<file path="config.mk">
export PLATFORM = sky130hd
export DESIGN_NAME = longest_distinct_window_length_core
export DESIGN_NICKNAME = d
export VERILOG_FILES = /design/src/hdl/ldw_pkg.sv /design/src/hdl/longest_distinct_window_length_core.sv /design/src/hdl/ldw_cell.sv /design/src/hdl/ldw_enc.sv
export SDC_FILE = /design/constraint.sdc
export NUM_CORES = 2
export LEC_CHECK = 0
export BUFFER_PORTS_ARGS = -buffer_cell sky130_fd_sc_hd__buf_2
export CAP_MARGIN = 10
export CELL_PAD_IN_SITES_DETAIL_PLACEMENT = 0
export CELL_PAD_IN_SITES_GLOBAL_PLACEMENT = 1
export CORE_MARGIN = 2
export CORE_UTILIZATION = 60
export CTS_BUF_LIST = sky130_fd_sc_hd__clkbuf_8
export DETAILED_ROUTE_END_ITERATION = 16
export PLACE_DENSITY_LB_ADDON = 0.12
export SYNTH_ARGS = -nofsm -noshare
export SYNTH_HDL_FRONTEND = slang
export SYNTH_SLANG_ARGS = --single-unit
</file>
<file path="constraint.sdc">
create_clock -name i_clk -period 147.1 [get_ports i_clk]
set_input_delay 7.355 -clock i_clk [delete_from_list [all_inputs] [get_ports i_clk]]
set_output_delay 7.355 -clock i_clk [all_outputs]
set_load 0.005 [all_outputs]
</file>
<file path="src/hdl/ldw_pkg.sv">
package ldw_pkg;

    localparam int CHAR_W             = 8;
    localparam int LEN_W              = 9;
    localparam int WINDOW_DEPTH_DEF   = 256;

    typedef struct packed {
        logic [CHAR_W-1:0] char_code;
        logic              last;
    } t_in;

    typedef struct packed {
        logic [LEN_W-1:0] best_length;
        logic [LEN_W-1:0] window_length;
        logic             done_res;
    } t_out;

endpackage

</file>
<file path="src/hdl/longest_distinct_window_length_core.sv">
// Longest repeat-free window tracker. Returns one transaction per accepted byte, in the cycle
// after acceptance, carrying the current window length, the best length so far in the string
// and a copy of the last flag. Throughput is one byte per cycle unless o_stall is high, set by
// the row of WINDOW_DEPTH byte cells that all compare against the incoming byte in the same
// cycle, whose single hit is encoded into the next window length. State clears after last byte.
module longest_distinct_window_length_core
    import ldw_pkg::*;
#(
    parameter int WINDOW_DEPTH = WINDOW_DEPTH_DEF
) (
    input  logic i_clk,
    input  logic i_rst_n,
    input  logic i_valid,
    output logic o_stall,
    input  t_in  i_data,
    output logic o_valid,
    input  logic i_stall,
    output t_out o_data
);

    localparam int LW = $clog2(WINDOW_DEPTH + 1);

    logic [LW-1:0]     r_len;
    logic [LW-1:0]     r_best;
    logic              r_out_valid;
    t_out              r_out;

    logic [LW-1:0]     n_len;
    logic [LW-1:0]     n_best;

    logic              w_accept;
    logic [CHAR_W-1:0] w_cell_byte [WINDOW_DEPTH];
    logic [WINDOW_DEPTH-1:0] w_hit;
    logic [LW-1:0]     w_hit_len;
    logic              w_any;

    assign o_stall  = r_out_valid && i_stall;
    assign w_accept = i_valid && !o_stall;

    for (genvar g = 0; g < WINDOW_DEPTH; g++) begin : g_cell
        logic [CHAR_W-1:0] w_prev;

        if (g == 0) begin : g_head
            assign w_prev = i_data.char_code;
        end else begin : g_body
            assign w_prev = w_cell_byte[g-1];
        end

        ldw_cell u_cell (
            .i_clk  (i_clk),
            .i_shift(w_accept),
            .i_byte (w_prev),
            .i_key  (i_data.char_code),
            .i_live (LW'(g) < r_len),
            .o_byte (w_cell_byte[g]),
            .o_hit  (w_hit[g])
        );
    end

    ldw_enc #(
        .DEPTH(WINDOW_DEPTH)
    ) u_enc (
        .i_hit(w_hit),
        .o_len(w_hit_len),
        .o_any(w_any)
    );

    always_comb begin
        if (w_any) begin
            n_len = w_hit_len;
        end else if (r_len < LW'(WINDOW_DEPTH)) begin
            n_len = r_len + 1'b1;
        end else begin
            n_len = r_len;
        end
        n_best = (n_len > r_best) ? n_len : r_best;
    end

    always_ff @(posedge i_clk) begin
        if (!i_rst_n) begin
            r_len       <= '0;
            r_best      <= '0;
            r_out_valid <= 1'b0;
        end else begin
            if (w_accept) begin
                r_len       <= i_data.last ? '0 : n_len;
                r_best      <= i_data.last ? '0 : n_best;
                r_out_valid <= 1'b1;
            end else if (!i_stall) begin
                r_out_valid <= 1'b0;
            end
        end
    end

    always_ff @(posedge i_clk) begin
        if (w_accept) begin
            r_out.best_length   <= LEN_W'(n_best);
            r_out.window_length <= LEN_W'(n_len);
            r_out.done_res      <= i_data.last;
        end
    end

    assign o_valid = r_out_valid;
    assign o_data  = r_out;

    a_len_bound: assert property (@(posedge i_clk) disable iff (!i_rst_n)
        r_len <= LW'(WINDOW_DEPTH))
        else $error("window length beyond depth");

    a_single_hit: assert property (@(posedge i_clk) disable iff (!i_rst_n)
        $onehot0(w_hit))
        else $error("window holds a repeated byte");

    a_best_covers: assert property (@(posedge i_clk) disable iff (!i_rst_n)
        r_len <= r_best)
        else $error("best length below window length");

    a_clear_on_last: assert property (@(posedge i_clk) disable iff (!i_rst_n)
        w_accept && i_data.last |=> r_len == '0 && r_best == '0)
        else $error("state not cleared after last byte");

    a_out_order: assert property (@(posedge i_clk) disable iff (!i_rst_n)
        o_valid |-> o_data.best_length >= o_data.window_length)
        else $error("reported best below window length");

endmodule

</file>
<file path="src/hdl/ldw_cell.sv">
module ldw_cell
    import ldw_pkg::*;
(
    input  logic              i_clk,
    input  logic              i_shift,
    input  logic [CHAR_W-1:0] i_byte,
    input  logic [CHAR_W-1:0] i_key,
    input  logic              i_live,
    output logic [CHAR_W-1:0] o_byte,
    output logic              o_hit
);

    logic [CHAR_W-1:0] r_byte;

    always_ff @(posedge i_clk) begin
        if (i_shift) begin
            r_byte <= i_byte;
        end
    end

    assign o_byte = r_byte;
    assign o_hit  = i_live && (r_byte == i_key);

endmodule

</file>
<file path="src/hdl/ldw_enc.sv">
module ldw_enc
    import ldw_pkg::*;
#(
    parameter int DEPTH = WINDOW_DEPTH_DEF
) (
    input  logic [DEPTH-1:0]               i_hit,
    output logic [$clog2(DEPTH+1)-1:0]     o_len,
    output logic                           o_any
);

    localparam int LW = $clog2(DEPTH + 1);

    always_comb begin
        o_len = '0;
        for (int i = 0; i < DEPTH; i++) begin
            if (i_hit[i]) begin
                o_len = o_len | LW'(i + 1);
            end
        end
    end

    assign o_any = |i_hit;

endmodule
</file>
Word-level counts from Yosys, hierarchy flattened
Index checks and enable logic that the tools add are counted. Widths: inputs -> output; s select.

Register bits: 2086. Bits of input ports: 13. Output and inout bits: 21. Word-level logic and storage cells: 1310.

Add/sub/neg operators: 1. $lt $le $gt $ge: 258. Equal/unequal tests: 258. Mux-type cells: 271. Reduce and logical (&&, ||, !) cells: 260.

Operators with widths (count): $eq 8x8->1 (256); $lt 8x9->1 const A (128); $mux 8 (128); $lt 7x9->1 const A (64); $mux 7 (64); $lt 6x9->1 const A (32); $logic_and 1x1->1 (258); $reduce_or 256->1 (1); $mux 6 (32); $lt 5x9->1 const A (16); $mux 9 (11); $mux 5 (16); $lt 4x9->1 const A (8); $lt 3x9->1 const A (4); $mux 4 (8); $lt 1x9->1 const A (2); $lt 2x9->1 const A (2); $mux 3 (4); $add 9x1->9 const B (1); $gt 9x9->1 (1); $lt 9x9->1 const B (1); $mux 1 (6); $mux 2 (2); $ne 3x2->1 const B (1); other kinds (2) (2).

Longest topological paths before layout
Depth in word-level cells: 264. Depth in mapped cells: 28. Mapped depth without buffers: 21.

By module
From an unflattened synthesis, not the netlist that was laid out.

Cell total of the unflattened synthesis: 5951. Area, all modules: 91263.8 µm².

Modules (own cells, without submodules): ldw_cell (instances 256, cells each 20, area an instance 335.3 µm², seq. area each 240.2 µm²); longest_distinct_window_length_core (instances 1, cells each 590, area an instance 3965.1 µm², seq. area each 950.9 µm²); ldw_enc (instances 1, cells each 241, area an instance 1456.4 µm², seq. area each 0.0 µm²).

Worst setup path before layout
OpenSTA, ideal clock, no wires.

Kind: input-to-reg. Start point: input i_stall. End point: register r_best[0]. Setup time: 0.066 ns. Arrival time: 53.510 ns. Data required time: 147.034 ns. Slack: 93.524 ns. Cell stages on the path: 6. Path buffers: 0. Cells stage by stage: and2_1 nand2b_1 inv_1 nand3b_1 o21ai_0 a22o_1.

Longest elaborated chain between the ends: 4.

Ends and longest elaborated chain: start: declaration (line longest_distinct_window_length_core.sv:17) `input logic i_stall,`; $logic_and 1x1->1 (line longest_distinct_window_length_core.sv:37) `assign o_stall = r_out_valid && i_stall;`; $logic_not 1->1 (line longest_distinct_window_length_core.sv:38) `assign w_accept = i_valid && !o_stall;`; $logic_and 1x1->1 (line longest_distinct_window_length_core.sv:38); via g_cell[0].u_cell.i_shift (line ldw_cell.sv:5) `input logic i_shift,`; $ne 2x1->1 (no source line); end signal: assignment (line longest_distinct_window_length_core.sv:87) `r_best <= i_data.last ? '0 : n_best;`; end: declaration (line longest_distinct_window_length_core.sv:24) `logic [LW-1:0] r_best;`.

The timed path passes the listed nets, and every way through them passes these cells. A chain may end at the register's enable or synchronous reset.

Worst setup path after layout
Start point: input i_data[2] (netlist bit). End point: register r_best[5].

Elaborated cells on any way between the ends: 775. Those cells by class: 1 x order compare; 256 x eq/ne; 261 x mux; 257 x reduce/logical.

RTL lines: start: declaration (line longest_distinct_window_length_core.sv:15) `input t_in i_data,`; $eq 8x8->1 (line ldw_cell.sv:22) `assign o_hit = i_live && (r_byte == i_key);`; $logic_and 1x1->1 (line ldw_cell.sv:22); $mux 2 (2 in series) (line ldw_enc.sv:16) `if (i_hit[i]) begin`; $mux 3 (4 in series) (line ldw_enc.sv:16); $mux 4 (8 in series) (line ldw_enc.sv:16); $mux 5 (16 in series) (line ldw_enc.sv:16); $mux 6 (32 in series) (line ldw_enc.sv:16); $mux 7 (64 in series) (line ldw_enc.sv:16); $mux 8 (128 in series) (line ldw_enc.sv:16); $mux 9 (line ldw_enc.sv:16); $mux 9 (*) (line longest_distinct_window_length_core.sv:69) `if (w_any) begin`; via n_len[1] (line longest_distinct_window_length_core.sv:28) `logic [LW-1:0] n_len;`; $gt 9x9->1 (*) (line longest_distinct_window_length_core.sv:76) `n_best = (n_len > r_best) ? n_len : r_best;`; $mux 9 (*) (line longest_distinct_window_length_core.sv:76); $mux 9 (*) (line longest_distinct_window_length_core.sv:87); $mux 9 (*) (line longest_distinct_window_length_core.sv:85) `if (w_accept) begin`; $mux 9 (*) (line longest_distinct_window_length_core.sv:80) `if (!i_rst_n) begin`.

The timed path passes the listed nets; every way through them passes the cells marked *. The select of a mux whose other input is x is not followed.

==> results.py <==
metrics = {
    "synth": {
        "synth_top_cell_by_area": "edfxtp_1",
        "synth_common_cells": "edfxtp_1 (2067), xnor2_1 (1379), xor2_1 (676)",
        "synth_cells": 5947,
        "synth_top_area_share_pct": 67.6,
        "ys_types": 86,
        "yosysMostFrequentCell": "edfxtp_1",
        "ys_seq_area_share_pct": 68.1,
        "synthTopCellsByArea": "edfxtp_1 (68%), xnor2_1 (13%), xor2_1 (6.5%)",
        "synth_flop_cell": "edfxtp_1",
        "synthArstFlopShare_pct": 0,
        "synth_fp_nets": 5970,
        "syn_area_mm2": 0.0918,
        "syn_area_per_cell_um2": 15.4,
        "ys.warnings.count": 0,
        "synth-edff-count": 2067,
        "ys_ff_latch": 2086,
    },
    "timing": {
        "worst_pin_slew_ps": 1470,
        "hold_violations": 0,
        "drv_slew": 0,
        "finClkSkew_ps": 79.4,
        "setup_violations": 0,
        "fin_tns_setup_ps": 0,
        "fin_hold_ws_ps": 423,
        "finalCriticalPeriod_ps": 15380,
        "rsz0062_at_grt": "false",
        "slew_headroom_pct": 1.21,
        "max_clock_freq_ghz": 0.0650,
        "fin_crit_sh_pct": 10.5,
    },
    "cells_and_area": {
        "regArea_mm2": 0.0625,
        "finalNetCount": 6198,
        "fin_util_pct": 65.9,
        "num-fill-cells": 10800,
        "areaGrowthSynthToFinish_pct": 9.07,
        "multi_input_area_mm2": 0.0274,
        "drive_above_1_share_pct": 10.4,
    },
    "routing": {
        "drt_iter0_markers": 6550,
        "drtPass1Iterations": 6,
        "drt-total-wl_mm": 279,
        "drc": 0,
        "route.vias.total": 53700,
        "viasPerCell": 6.35,
        "wl_per_cell_um": 33.0,
        "ant_nets": 0,
    },
    "clock_network": {
        "tritoncts": "yes",
        "clockBufferDepth": 4,
        "postCtsHoldBufs": 0,
        "cts_setup_buffers": 0,
        "cts_sinks": 2086,
        "cts_resized": 0,
        "clkLatencyLatePin_ps": 1030,
        "cts_max_level": 5,
        "cts_buffers": 354,
        "cts.clk_slew.worst_paths_ps": 60,
        "cts_root_buffer": "clkbuf_8",
    },
    "pwr": {
        "seqPwrFrac_pct": 56.6,
        "combPwrFrac_pct": 7.5,
        "p_sw_mw": 0.316,
        "p_int_mw": 0.973,
        "max-vdd-ir-drop_mv": 0.00971,
        "pwr-share-clk_pct": 36.0,
        "p_leak_nw": 32.9,
        "power_density_mw_per_mm2": 12.9,
        "p_sw_share_pct": 24.5,
        "finalPower_mw": 1.29,
    },
    "place": {
        "dpl.hpwl_mm": 191,
        "gp_congestion": 1.04,
        "port_buffers": 33,
    },
    "die": {
        "dieArea_mm2": 0.156,
        "rows": 143,
        "start_util_pct": 60.4,
        "design.core.area_mm2": 0.152,
        "die_x_um": 395,
        "fp.dieH_um": 395,
        "ioPinCount": 34,
    },
    "outcome": {
        "violations": "capacitance limit",
        "outcome": "complete, but fails checks",
    },
    "worst_setup_path": {
        "arrival_ps": 16290,
        "critPathMaxFanout": 64,
        "path_class": "in2reg",
        "cp.required_ps": 148020,
        "crit_path_end_kind": "register",
        "start_kind": "primary input",
    },
    "min_path": {
        "hold_path_class": "reg2reg",
    },
    "grt": {
        "grt_overflow": 0,
        "antenna_found_initial": 26,
        "grt_usage_pct": 35.5,
        "first_global_vias": 53100,
        "grt_pass1_wl_mm": 393,
        "grt_max_degree": 185,
    },
    "flow_run": {
        "maxCapViolations": 1,
    },
}
==> cell type report <==
cell class | count | area share, %
antenna | 15 | 0.0375
clock buffer | 361 | 4.96
clock inverter | 238 | 1.07
inverter | 18 | 0.0750
multi-input combinational | 3527 | 27.4
sequential | 2086 | 62.4
tap | 2030 | 2.54
timing repair buffer | 188 | 1.52
==> final timing paths <==
path                                startpoint                      endpoint  slack, ps  depth (start not counted)
setup / recovery                     i_data[2]                     r_best[5]     131730                         24
setup reg to reg                      r_len[4]                     r_best[5]     137940                         21
hold / removal    g_cell[227].u_cell.o_byte[3]  g_cell[228].u_cell.o_byte[3]        420                          0
hold reg to reg   g_cell[227].u_cell.o_byte[3]  g_cell[228].u_cell.o_byte[3]        420                          0
==> layer usage <==
metal / global-route usage [%] / vias to the layer above / part of all wire [%]
met5: 0 / - / 0.054
met4: 17.5 / 22 / 5.4
met3: 9.82 / 732 / 11
met2: 52.0 / 2970 / 44
met1: 49.2 / 27400 / 40
li1: - / 22600 / -
==> per-stage QoR <==
step	worst slack (ps)	area [um2]	cells
2_1_floorplan	93520	91800	5947
3_3_place_gp	130980	94000	7846
3_5_place_dp	130830	94000	7849
4_1_cts	131870	100000	8448
5_1_grt	131470	100000	8450
6_report	131730	100000	8463
==> worst max-delay path, stage by stage <==
cell and delay, ps:
buf_8 550, buf_4 810, buf_4 600, buf_4 740
xor2_1 200, nor4_1 60, nand4_1 280, nand4b_1 380
or4b_2 790, nor4_1 470, nand4_1 190, nor3_1 410
o21ai_1 380, ha_1 400, nor2b_1 130, o21a_1 160
o21a_1 160, o21a_1 160, o211ai_1 160, a21oi_1 90
a211o_1 320, and2_1 320, o21ai_0 820, a22o_1 220
==> logic make-up after synthesis <==
kind of cell / count (synthesis) / synth area share (%)
buffers and inverters: 334 / 2.28
adders and majority gates: 10 / 0.136
xor gates and xnor gates: 2055 / 19.6
and+or+nand+nor: 1096 / 6.99
muxes: 9 / 0.108
AOI/OAI and AO/OA: 357 / 2.82
DFF: 2086 / 68.1
==> sequential cells by signal, summed over array words and instances, names as in the netlist <==
name / flops
g_cell.u_cell.o_byte: 2048
o_data: 19
r_best: 9
r_len: 9
o_valid: 1
==> cells in the final DEF, fill, tap and decap left out, types with 10 or more instances in the layout <==
| cell type | synthesis | final |
|---|---|---|
| a2111oi_0 | 44 | 34 |
| a211oi_1 | 44 | 39 |
| a21oi_1 | 61 | 59 |
| a22o_1 | 14 | 14 |
| a31oi_1 | 12 | 11 |
| and2_1 | 10 | 10 |
| and3_1 | 20 | 20 |
| and4_1 | 11 | 11 |
| buf_2 | 88 | 26 |
| buf_4 | 169 | 144 |
| clkbuf_8 | 0 | 361 |
| clkinv_1 | 1 | 84 |
| clkinv_2 | 0 | 32 |
| dfxtp_1 | 19 | 11 |
| diode_2 | 0 | 15 |
| edfxtp_1 | 2067 | 2067 |
| ha_1 | 10 | 10 |
| inv_1 | 17 | 129 |
| nand2_1 | 99 | 99 |
| nand3_1 | 91 | 91 |
| nand4_1 | 344 | 344 |
| nand4b_1 | 13 | 13 |
| nor2_1 | 85 | 82 |
| nor2b_1 | 10 | 10 |
| nor3_1 | 113 | 105 |
| nor4_1 | 192 | 185 |
| o2111ai_1 | 18 | 18 |
| o211ai_1 | 32 | 32 |
| o21a_1 | 13 | 13 |
| o21ai_0 | 45 | 43 |
| or3_1 | 23 | 23 |
| or4_1 | 16 | 16 |
| xnor2_1 | 1379 | 1379 |
| xor2_1 | 676 | 676 |
==> power by group through the flow <==
stage	Combinational [mW]	Sequential, mW	Clock [mW]
after global placement	0.0948	0.739	0
after global routing	0.104	0.732	0.493
after detailed placement	0.0961	0.740	0
after CTS	0.0967	0.728	0.469
final	0.0966	0.729	0.463
after floorplan	0.0756	0.794	0
Note: power is estimated with default switching activity, not from simulation.
